==> config.mk <==
export PLATFORM = sky130hd
export DESIGN_NAME = ultrasonic_echo_ranger
export DESIGN_NICKNAME = d
export VERILOG_FILES = /design/src/rtl/core/uer_pkg.sv /design/src/rtl/core/uer_core.sv /design/src/rtl/core/ultrasonic_echo_ranger.sv
export SDC_FILE = /design/constraint.sdc
export NUM_CORES = 1
export LEC_CHECK = 0
export BUFFER_PORTS_ARGS = -buffer_cell sky130_fd_sc_hd__clkbuf_2
export CORE_MARGIN = 1.5
export CORE_UTILIZATION = 56
export DETAILED_ROUTE_END_ITERATION = 10
export PLACE_DENSITY = 0.77
export SLEW_MARGIN = 30
export SYNTH_ARGS = -nofsm -noshare
export SYNTH_HDL_FRONTEND = slang
export SYNTH_SLANG_ARGS = --single-unit
==> constraint.sdc <==
create_clock -name clk -period 4.45 [get_ports clk]
set_clock_uncertainty 0.2 [all_clocks]
set_input_delay 0.2225 -clock clk [delete_from_list [all_inputs] [get_ports clk]]
set_output_delay 0.2225 -clock clk [all_outputs]
set_load 0.01 [all_outputs]
==> src/rtl/core/uer_pkg.sv <==
package uer_pkg;

    // field widths fixed by the interface
    localparam int TRIG_W      = 8;
    localparam int WIN_W       = 16;
    localparam int WRAP_W      = 16;
    localparam int DIST_W      = 21;
    localparam int CFG_IDX_W   = 2;
    localparam int CFG_DATA_W  = 16;

    // default width of the echo width counter
    localparam int COUNT_WIDTH_DEF = 16;

    // largest distance that fits the result field
    localparam logic [DIST_W-1:0] DIST_MAX = '1;

    // register reset values
    localparam logic [TRIG_W-1:0] TRIG_TICKS_RST   = 8'd3;
    localparam logic [WIN_W-1:0]  WINDOW_TICKS_RST = 16'd3000;
    localparam logic [WRAP_W-1:0] WRAP_TICKS_RST   = 16'd60000;

    // configuration register indexes
    typedef enum logic [CFG_IDX_W-1:0] {
        REG_TRIG_TICKS   = 2'd0,
        REG_WINDOW_TICKS = 2'd1,
        REG_WRAP_TICKS   = 2'd2
    } uer_reg_t;

    // measurement sequencer phase
    typedef enum logic [1:0] {
        PH_IDLE = 2'd0,
        PH_TRIG = 2'd1,
        PH_WAIT = 2'd2
    } uer_phase_t;

    // configuration seen by the ranging core
    typedef struct packed {
        logic [TRIG_W-1:0] trig_ticks;
        logic [WIN_W-1:0]  window_ticks;
        logic [WRAP_W-1:0] wrap_ticks;
    } uer_cfg_t;

    // one result item
    typedef struct packed {
        logic              trigger;
        logic              done_res;
        logic [DIST_W-1:0] distance;
        logic              timed_out;
    } uer_result_t;

endpackage

==> src/rtl/core/uer_core.sv <==
module uer_core #(
    parameter int COUNT_WIDTH = uer_pkg::COUNT_WIDTH_DEF
) (
    input  logic                 clk,
    input  logic                 rst_n,
    input  logic                 step_en,
    input  logic                 start_req,
    input  logic                 echo,
    input  uer_pkg::uer_cfg_t    cfg,
    output uer_pkg::uer_result_t result
);

    localparam int CMP_W  = (COUNT_WIDTH > uer_pkg::WRAP_W) ? COUNT_WIDTH : uer_pkg::WRAP_W;
    localparam int PROD_W = COUNT_WIDTH + 5;
    localparam int EXT_W  = (PROD_W > uer_pkg::DIST_W) ? PROD_W : uer_pkg::DIST_W;

    uer_pkg::uer_phase_t             phase_reg, phase_next, phase_a;
    logic                            echo_high_reg, echo_high_next;
    logic                            ready_reg, ready_next, ready_a, ready_b;
    logic                            prev_echo_reg;
    logic [COUNT_WIDTH-1:0]          width_reg, width_next;
    logic [COUNT_WIDTH-1:0]          latched_reg, latched_next;
    logic [uer_pkg::TRIG_W-1:0]      trig_count_reg, trig_count_next, trig_a, trig_dec;
    logic [uer_pkg::WIN_W-1:0]       window_reg, window_next, window_a, window_inc;
    logic                            wrap_hit;
    logic [COUNT_WIDTH-1:0]          width_inc;
    logic [PROD_W-1:0]               prod;
    logic [EXT_W-1:0]                prod_ext;
    logic [uer_pkg::DIST_W-1:0]      dist_sat;

    // start request reloads the sequencer
    always_comb
    begin
        ready_a  = start_req ? 1'b0 : ready_reg;
        phase_a  = start_req ? uer_pkg::PH_TRIG : phase_reg;
        window_a = start_req ? '0 : window_reg;
        if (start_req)
            trig_a = (cfg.trig_ticks == '0) ? uer_pkg::TRIG_W'(1) : cfg.trig_ticks;
        else
            trig_a = trig_count_reg;
    end

    // width counter increment with wrap
    assign wrap_hit  = (CMP_W'(width_reg) >= CMP_W'(cfg.wrap_ticks)) || (&width_reg);
    assign width_inc = wrap_hit ? '0 : width_reg + COUNT_WIDTH'(1);

    // echo edge tracking, frozen while a result is pending
    always_comb
    begin
        echo_high_next = echo_high_reg;
        width_next     = width_reg;
        latched_next   = latched_reg;
        ready_b        = ready_a;
        if (!ready_a)
        begin
            if (!echo_high_reg)
            begin
                if (echo && !prev_echo_reg)
                begin
                    width_next     = '0;
                    echo_high_next = 1'b1;
                end
            end
            else if (!echo && prev_echo_reg)
            begin
                latched_next   = width_inc;
                echo_high_next = 1'b0;
                ready_b        = 1'b1;
            end
            else
            begin
                width_next = width_inc;
            end
        end
    end

    // distance is count times 17, saturated to the field
    assign prod     = (PROD_W'(latched_next) << 4) + PROD_W'(latched_next);
    assign prod_ext = EXT_W'(prod);
    assign dist_sat = (prod_ext > EXT_W'(uer_pkg::DIST_MAX)) ? uer_pkg::DIST_MAX
                                                             : prod_ext[uer_pkg::DIST_W-1:0];

    assign trig_dec   = trig_a - uer_pkg::TRIG_W'(1);
    assign window_inc = window_a + uer_pkg::WIN_W'(1);

    // phase next state
    always_comb
    begin
        phase_next = phase_a;
        case (phase_a)
            uer_pkg::PH_TRIG:
            begin
                if (trig_dec == '0)
                    phase_next = uer_pkg::PH_WAIT;
            end
            uer_pkg::PH_WAIT:
            begin
                if (ready_b || (window_inc >= cfg.window_ticks))
                    phase_next = uer_pkg::PH_IDLE;
            end
            default:
            begin
                phase_next = uer_pkg::PH_IDLE;
            end
        endcase
    end

    // phase outputs and counters
    always_comb
    begin
        result          = '0;
        ready_next      = ready_b;
        trig_count_next = trig_a;
        window_next     = window_a;
        case (phase_a)
            uer_pkg::PH_TRIG:
            begin
                result.trigger  = 1'b1;
                trig_count_next = trig_dec;
                if (trig_dec == '0)
                    window_next = '0;
            end
            uer_pkg::PH_WAIT:
            begin
                if (ready_b)
                begin
                    result.done_res = 1'b1;
                    result.distance = dist_sat;
                    ready_next      = 1'b0;
                end
                else
                begin
                    window_next = window_inc;
                    if (window_inc >= cfg.window_ticks)
                    begin
                        result.done_res  = 1'b1;
                        result.timed_out = 1'b1;
                    end
                end
            end
            default:
            begin
                ready_next = ready_b;
            end
        endcase
    end

    // state registers advance once per accepted tick
    always_ff @(posedge clk or negedge rst_n)
    begin
        if (!rst_n)
        begin
            phase_reg      <= uer_pkg::PH_IDLE;
            echo_high_reg  <= 1'b0;
            ready_reg      <= 1'b0;
            prev_echo_reg  <= 1'b0;
            width_reg      <= '0;
            latched_reg    <= '0;
            trig_count_reg <= '0;
            window_reg     <= '0;
        end
        else if (step_en)
        begin
            phase_reg      <= phase_next;
            echo_high_reg  <= echo_high_next;
            ready_reg      <= ready_next;
            prev_echo_reg  <= echo;
            width_reg      <= width_next;
            latched_reg    <= latched_next;
            trig_count_reg <= trig_count_next;
            window_reg     <= window_next;
        end
    end

endmodule

==> src/rtl/core/ultrasonic_echo_ranger.sv <==
// Echo-pulse ranger driven by a 10 us time base.
// Input channel (in_valid/in_stall): one transaction per tick carries start_req
// and the sampled echo level. Output channel (out_valid/out_stall): exactly one
// transaction per input tick, carrying the trigger level to drive, done_res,
// distance_centi_cm (echo width times 17, in hundredths of a cm) and timed_out.
// distance_centi_cm and timed_out are zero whenever done_res is low.
// Configuration channel (cfg_valid/cfg_ready): cfg_index 0 trig_ticks,
// 1 window_ticks, 2 wrap_ticks; other indexes are dropped. cfg_ready is always
// high; write only while no tick is in flight.
// Throughput is one tick per cycle while in_stall is low: the whole tick update
// is a single pass through the ranging core from its state registers to the
// output buffer.
// A two-entry output buffer (result register plus skid register) lets the
// input take a transaction while a result waits; in_stall rises once both
// entries are full and drops once one drains.
// Reset clears the ranging core state, empties the output buffer (its payload
// registers keep their data) and loads the register defaults (3, 3000, 60000).
module ultrasonic_echo_ranger #(
    parameter int COUNT_WIDTH = uer_pkg::COUNT_WIDTH_DEF
) (
    input  logic                            clk,
    input  logic                            rst_n,
    input  logic                            in_valid,
    output logic                            in_stall,
    input  logic                            start_req,
    input  logic                            echo,
    output logic                            out_valid,
    input  logic                            out_stall,
    output logic                            trigger,
    output logic                            done_res,
    output logic [uer_pkg::DIST_W-1:0]      distance_centi_cm,
    output logic                            timed_out,
    input  logic                            cfg_valid,
    output logic                            cfg_ready,
    input  logic [uer_pkg::CFG_IDX_W-1:0]   cfg_index,
    input  logic [uer_pkg::CFG_DATA_W-1:0]  cfg_data
);

    uer_pkg::uer_cfg_t    cfg_reg;
    uer_pkg::uer_result_t step_res;
    uer_pkg::uer_result_t out_reg;
    uer_pkg::uer_result_t skid_reg;
    logic                 out_valid_reg;
    logic                 skid_valid_reg;
    logic                 in_fire;
    logic                 out_fire;

    // configuration registers
    assign cfg_ready = 1'b1;

    always_ff @(posedge clk or negedge rst_n)
    begin
        if (!rst_n)
        begin
            cfg_reg.trig_ticks   <= uer_pkg::TRIG_TICKS_RST;
            cfg_reg.window_ticks <= uer_pkg::WINDOW_TICKS_RST;
            cfg_reg.wrap_ticks   <= uer_pkg::WRAP_TICKS_RST;
        end
        else if (cfg_valid && cfg_ready)
        begin
            case (cfg_index)
                uer_pkg::REG_TRIG_TICKS:
                    cfg_reg.trig_ticks <= cfg_data[uer_pkg::TRIG_W-1:0];
                uer_pkg::REG_WINDOW_TICKS:
                    cfg_reg.window_ticks <= cfg_data[uer_pkg::WIN_W-1:0];
                uer_pkg::REG_WRAP_TICKS:
                    cfg_reg.wrap_ticks <= cfg_data[uer_pkg::WRAP_W-1:0];
                default:
                    cfg_reg <= cfg_reg;
            endcase
        end
    end

    // handshake decode
    assign in_stall = skid_valid_reg;
    assign in_fire  = in_valid && !skid_valid_reg;
    assign out_fire = out_valid_reg && !out_stall;

    // ranging core, one tick per transaction
    uer_core #(
        .COUNT_WIDTH (COUNT_WIDTH)
    ) u_core (
        .clk       (clk),
        .rst_n     (rst_n),
        .step_en   (in_fire),
        .start_req (start_req),
        .echo      (echo),
        .cfg       (cfg_reg),
        .result    (step_res)
    );

    // output buffer control
    always_ff @(posedge clk or negedge rst_n)
    begin
        if (!rst_n)
        begin
            out_valid_reg  <= 1'b0;
            skid_valid_reg <= 1'b0;
        end
        else if (in_fire)
        begin
            if (out_valid_reg && out_stall)
                skid_valid_reg <= 1'b1;
            else
                out_valid_reg <= 1'b1;
        end
        else if (out_fire)
        begin
            if (skid_valid_reg)
                skid_valid_reg <= 1'b0;
            else
                out_valid_reg <= 1'b0;
        end
    end

    // output buffer payload
    always_ff @(posedge clk)
    begin
        if (in_fire)
        begin
            if (out_valid_reg && out_stall)
                skid_reg <= step_res;
            else
                out_reg <= step_res;
        end
        else if (out_fire && skid_valid_reg)
        begin
            out_reg <= skid_reg;
        end
    end

    assign out_valid         = out_valid_reg;
    assign trigger           = out_reg.trigger;
    assign done_res          = out_reg.done_res;
    assign distance_centi_cm = out_reg.distance;
    assign timed_out         = out_reg.timed_out;

    // skid entry only holds data behind a full result register
    assert property (@(posedge clk) disable iff (!rst_n)
        skid_valid_reg |-> out_valid_reg)
        else $error("skid entry valid with empty result register");

    // skid fills only when the receiver stalled a pending result
    assert property (@(posedge clk) disable iff (!rst_n)
        $rose(skid_valid_reg) |-> $past(out_valid_reg && out_stall))
        else $error("skid filled without a stalled result");

    // a timeout is always a report
    assert property (@(posedge clk) disable iff (!rst_n)
        (out_valid_reg && out_reg.timed_out) |-> (out_reg.done_res && !out_reg.trigger))
        else $error("timeout flagged outside a report");

    // no report means empty result fields
    assert property (@(posedge clk) disable iff (!rst_n)
        (out_valid_reg && !out_reg.done_res) |-> (out_reg.distance == '0 && !out_reg.timed_out))
        else $error("result fields set without a report");

endmodule

Yosys cells after proc, flatten, opt, wreduce, memory -nomap -nowiden
Cells that the tools add are included.
Storage, ports and cells
  bits in registers: 151
  output and inout port bits: 27
  word-level logic and storage cells: 108
Operators by class
  add/sub/neg operators: 4
  magnitude comparators: 3
  equal/unequal tests: 8
  multiplexer cells: 43
  bitwise logic cells: 1
  reductions and logical operators: 28
Operators with widths (count)
  $mux 16: 10
  $mux 24: 3
  $mux 21: 2
  $add 16x1->16 const B: 2
  $ge 16x16->1: 2
  $pmux 16 s2: 1
  $mux 8: 3
  $mux 23: 1
  $add 20x16->21: 1
  $gt 21x21->1 const B: 1
  $mux 1: 19
  $logic_not 8->1: 2
  $reduce_and 16->1: 1
  $reduce_and 2->1: 7
  $sub 8x1->8 const B: 1
  $logic_and 1x1->1: 6
  $mux 2: 3
  $reduce_bool 2->1: 3
  $eq 2x1->1 const B: 2
  $eq 2x2->1 const B: 2
  $logic_not 1->1: 4
  $ne 2x1->1 const B: 2
  $ne 2x2->1 const B: 2
  $pmux 2 s2: 1
  5 further kinds: 6

Logic depth before layout (Yosys ltp)
  word-level depth: 13
  depth in mapped cells: 20
  mapped depth without buffers: 20

By module
A second synthesis with hierarchy kept.
Unflattened totals
  cells, all modules: 835
  area, all modules: 8798.4 um^2
By module, submodules not included
  uer_core: instances 1, cells each 660, area each 5408.9 um^2, sequential area each 1526.5 um^2
  ultrasonic_echo_ranger: instances 1, cells each 175, area each 3389.5 um^2, sequential area each 2512.4 um^2

Worst setup path after synthesis
No wires, ideal clock.
  path type: reg-to-reg
  start point: register cfg_reg[5] (netlist bit)
  end point: register out_reg (netlist bit distance_centi_cm[20]) (data pin)
  setup time: 260 ps
  arrival: 4131 ps
  setup slack: -141 ps
  stages on the path, launching flop included: 18
  buffers on the path: 0
  path through: dfstp_2 inv_1 ha_1 a21o_1 a221oi_1 o21ai_0 a21oi_2 nand2_1 o21ai_0 ha_1 nor2b_1 o31a_1 o41ai_2 o21ai_0 a31oi_1 nor3_2 and4_4 mux2_4
RTL lines
  start, declared: line ultrasonic_echo_ranger.sv:39  | uer_pkg::uer_cfg_t cfg_reg;
  start signal, assigned: line ultrasonic_echo_ranger.sv:69  | cfg_reg <= cfg_reg;
  end signal, assigned: line ultrasonic_echo_ranger.sv:124  | out_reg <= step_res;
  end signal, assigned: line ultrasonic_echo_ranger.sv:128  | out_reg <= skid_reg;
  end, declared: line ultrasonic_echo_ranger.sv:41  | uer_pkg::uer_result_t out_reg;

Worst setup path after layout
  start point: register cfg_reg[6] (netlist bit)
  end point: register out_reg (netlist bit distance_centi_cm[19]) (data pin)
Between the ends
  cells in the longest elaborated chain, start to end: 13
Ends and longest elaborated chain
  $ge 16x16->1 (*): line uer_core.sv:44  | assign wrap_hit = (CMP_W'(width_reg) >= CMP_W'(cfg.wrap_ticks)) || (&width_reg);
  $logic_or 1x1->1 (*): line uer_core.sv:44
  $mux 16 (*): line uer_core.sv:45  | assign width_inc = wrap_hit ? '0 : width_reg + COUNT_WIDTH'(1);
  $mux 16 (*): line uer_core.sv:64  | else if (!echo && prev_echo_reg)
  $mux 16 (*): line uer_core.sv:56  | if (!echo_high_reg)
  $mux 16 (*): line uer_core.sv:54  | if (!ready_a)
  via u_core.latched_next[0]: line uer_core.sv:22  | logic [COUNT_WIDTH-1:0] latched_reg, latched_next;
  $add 20x16->21 (*): line uer_core.sv:78  | assign prod = (PROD_W'(latched_next) << 4) + PROD_W'(latched_next);
  $gt 21x21->1: line uer_core.sv:80  | assign dist_sat = (prod_ext > EXT_W'(uer_pkg::DIST_MAX)) ? uer_pkg::DIST_MAX
  $mux 21 (*): line uer_core.sv:80
  $mux 21 (*): line uer_core.sv:125  | if (ready_b)
  $mux 23 (*): line uer_core.sv:115  | case (phase_a)
  $mux 24 (*): line ultrasonic_echo_ranger.sv:121  | if (out_valid_reg && out_stall)
  $mux 24 (*): line ultrasonic_echo_ranger.sv:119  | if (in_fire)
The timed path passes the listed nets; every way through them passes the cells marked *. The select of a mux whose other input is x is not followed.
A chain may end at the register's enable or synchronous reset.

==> flow_summary.yaml <==
status:
  status: "finished, final reports clean"
routing:
  drc: 0
  first_pass_iters: 5
  drt_iter0_markers: 467
  vias: 6851
  routed_via_density: 5.80
  ant_nets: 0
  wl_per_cell_um: 16.8
  finalWirelength_mm: 19.9
synth:
  synth_compound_area_share_pct: 14.3
  ys_ff_latch: 151
  synth.avg_cell_area_um2: 10.0
  async_reset_ff_share_pct: 68.2
  synth_xor_area_share_pct: 4.77
  yosys_warnings: 0
  synth-edff-count: 48
  synthesis.instances: 861
  netlist_area_mm2: 0.00862
  synth_mux_area_share_pct: 6.76
  synth_top_family_by_area: "simple AND/OR/NAND/NOR gates"
  yosys.area_share.adder_pct: 7.49
  synthSimpleGateAreaFrac_pct: 15.6
  ys_seq_area_share_pct: 46.8
  syn_nets: 937
  ys_types: 71
  synthFlopType: "dfrtp_1"
sta:
  final.setup.worst_slack_ps: 111
  slew_viol_final: 0
  tightest_slew_ps: 856
  hold_viol_final: 0
  timing.final.crit_share_pct: 97.5
  max_freq_mhz: 230
  period_needed_ps: 4340
  relSlewSlack_pct: 42.9
  finalSetupViolCount: 0
die:
  die_w_um: 127
  die_h_um: 127
  dieArea_mm2: 0.0162
  core_area_mm2: 0.0151
  io_pins: 52
  rows: 45
  start_util_pct: 56.9
place:
  dp_slack_ps: -39.4
  port_buffers: 50
  post-dp-hpwl_mm: 13.6
  dpl_cell_area_mm2: 0.00943
  gp_congestion: 0.878
critical_path:
  worstPathArrival_ps: 4320
  rr_worst_depth: 19
  cp.required_ps: 4430
  cp-start-kind: "flip-flop"
  r2r-start: "cfg_reg[6]$_DFFE_PN1P_"
  slowest_delay_ps: 530
  crit_type: "flip-flop to flip-flop"
  critical_path.cell_chain: "inv_1 -> ha_1 -> and2_4 -> o2111ai_1 -> o21ai_1 -> a21oi_2 -> and2_4 -> a22oi_1 -> inv_1 -> ha_2 -> buf_4 -> a211oi_2 -> nor2_2 -> o41ai_2 -> o21ai_1 -> o41a_1 -> nand4_1 -> xor2_1 -> o21ai_1"
  crit_fanout: 4
  r2r_slack_ps: 110
  path_common_cell: "o21ai_1"
  endpoint_kind: "flip-flop"
  r2r_end: "distance_centi_cm[19]$_DFFE_PP_"
  critPathSlowestCell: "dfstp_2"
global_route:
  grt_pass1_wl_mm: 32.4
  antenna_found_initial: 0
  grt_use_total_pct: 25.5
  grt_max_degree: 47
  grt_pass1_vias: 6487
  grt_overflow: 0
final_layout:
  nets: 1057
  final.fill_count: 1097
  drive_above_1_share_pct: 27.1
  mostFrequentLayoutCells: "108 x nand2_1, 85 x dfrtp_1, 73 x nor2_1, 66 x buf_4, 51 x o21ai_0"
  area_delta_synth_final_pct: 21.3
  largest_reg_flops: 40
  multiInputGateArea_mm2: 0.00444
  register_area_mm2: 0.00404
  post-route-cell-area_mm2: 0.0105
  antenna_cells: 0
  layout_commonest_cell: "nand2_1"
clocking:
  clk_path_buf_depth: 2
  cts_tree: "built"
  cts_inserted_buffers: 17
  clkLatencyLatePin_ps: 440
  clkTransAtPathRegs_ps: 70
  clock_sinks: 151
  clockRootBuffer: "clkbuf_16"
  htreeDepth: 4
flow_run:
  max_cap_viol_count: 0
pwr:
  vdd_ir_drop_max_v: 0.000340
  p_leak_nw: 4.66
  powerDensity_mw_per_mm2: 429
hold_path:
  min_path_type: "input pin to asynchronous set/reset pin"
-- metal layers --
metal  track usage, %  part of all wire, %  vias to the layer above
met3             4.15                  5.0                       43
li1                 -                    -                     3285
met4             11.4                  2.8                        0
met5                0                    0                        -
met2             38.7                   46                      209
met1             36.3                   47                     3314
-- synthesized netlist by cell type, types with 2 or more instances --
cell | instances | area [um^2]
or3_1 | 2 | 12.5
a22oi_1 | 8 | 60.1
nand3b_1 | 3 | 22.5
nand3_1 | 21 | 105
and3_1 | 5 | 31.3
nand4_1 | 7 | 43.8
xnor2_1 | 26 | 228
o31ai_1 | 21 | 158
xor2_1 | 21 | 184
dfrtp_1 | 87 | 2180
mux2_2 | 46 | 518
mux2i_1 | 5 | 50.1
a21oi_1 | 26 | 130
nand2b_1 | 8 | 50.1
ha_1 | 50 | 626
nor3_2 | 2 | 20.0
o21a_1 | 5 | 37.5
o41ai_1 | 4 | 35.0
a31oi_1 | 3 | 18.8
o41a_1 | 2 | 22.5
a311o_1 | 2 | 20.0
nor2b_1 | 13 | 81.3
a211oi_1 | 4 | 30.0
buf_4 | 2 | 15.0
a221oi_1 | 2 | 17.5
and2_1 | 9 | 56.3
nor4_2 | 2 | 25.0
inv_1 | 53 | 199
a22o_1 | 13 | 114
a21o_1 | 13 | 97.6
o211ai_1 | 3 | 22.5
nand2_1 | 109 | 409
clkbuf_1 | 27 | 101
edfxtp_1 | 48 | 1440
nor3_1 | 16 | 80.1
nor2_1 | 75 | 282
buf_2 | 4 | 20.0
buf_6 | 2 | 22.5
o21ai_0 | 65 | 325
dfstp_2 | 16 | 420
-- metrics by stage --
stage	utilization, %	power [mW]	hold WS (ps)	TNS [ps]	cells
after global placement	62.1	2.97	250	0	1122
after global routing	69.1	4.73	157	-192	1182
final	69.1	4.49	105	0	1182
after CTS	67.4	4.44	123	0	1176
after detailed placement	62.3	3.01	36.1	-112	1123
after floorplan	-	2.61	-273	-95.7	861
-- area by class of cell --
type / count / area share, %
clock buffer: 17 / 4.07
clock inverter: 15 / 1.38
inverter: 53 / 1.90
multi-input combinational: 621 / 42.5
sequential: 151 / 38.6
tap: 188 / 2.25
timing repair buffer: 137 / 9.30
-- worst max-delay path, delay by kind of cell, from the launching register on --
kind	cells	cell delay (ps)
DFF	1	530
xor gates and xnor gates	1	210
and+or+nand+nor	4	530
AOI/OAI and AO/OA	9	1930
buffers and inverters	3	260
adders and majority gates	2	450
-- what timing repair did --
| action | 4_1_cts | 5_1_grt |
|---|---|---|
| pin swaps | 1 | 31 |
| resized for setup | 5 | 47 |
| hold buffers | 20 | 0 |
| setup endpoints to repair | 8 | 15 |
| buffers inserted | 1 | 6 |
| hold endpoints to repair | 87 | 0 |
-- how the worst max path moves through the flow --
stage | startpoint | depth (start not counted) | slack (ps) | to
detailed placement | cfg_reg[5]$_DFFE_PN1P_ | 18 | -40 | distance_centi_cm[19]$_DFFE_PP_
global route | cfg_reg[6]$_DFFE_PN1P_ | 19 | -70 | distance_centi_cm[19]$_DFFE_PP_
finish | cfg_reg[6]$_DFFE_PN1P_ | 19 | 110 | distance_centi_cm[19]$_DFFE_PP_
CTS | cfg_reg[5]$_DFFE_PN1P_ | 19 | 9 | distance_centi_cm[19]$_DFFE_PP_
global placement | cfg_reg[5]$_DFFE_PN1P_ | 19 | 80 | distance_centi_cm[15]$_DFFE_PP_
floorplan | u_core.width_reg[0]$_DFFE_PN0P_ | 19 | -100 | distance_centi_cm[20]$_DFFE_PP_
-- cell families (layout without fill, tap and decap cells) --
| family | Yosys count | in the layout |
|---|---|---|
| compound gates | 185 | 185 |
| other cells | 1 | 1 |
| xor+xnor | 47 | 47 |
| fa+ha+maj | 51 | 51 |
| flops | 151 | 151 |
| mux | 52 | 52 |
| simple gates | 285 | 285 |
| buf+inv | 89 | 222 |
-- power breakdown --
group | total, mW | switching (mW) | leakage [nW] | internal [mW]
Clock | 1.40 | 0.623 | 0.270 | 0.781
Combinational | 1.18 | 0.699 | 2.62 | 0.483
Sequential | 1.90 | 0.150 | 1.77 | 1.75
Total | 4.49 | 1.47 | 4.66 | 3.01
(Power assumes the default switching activity.)
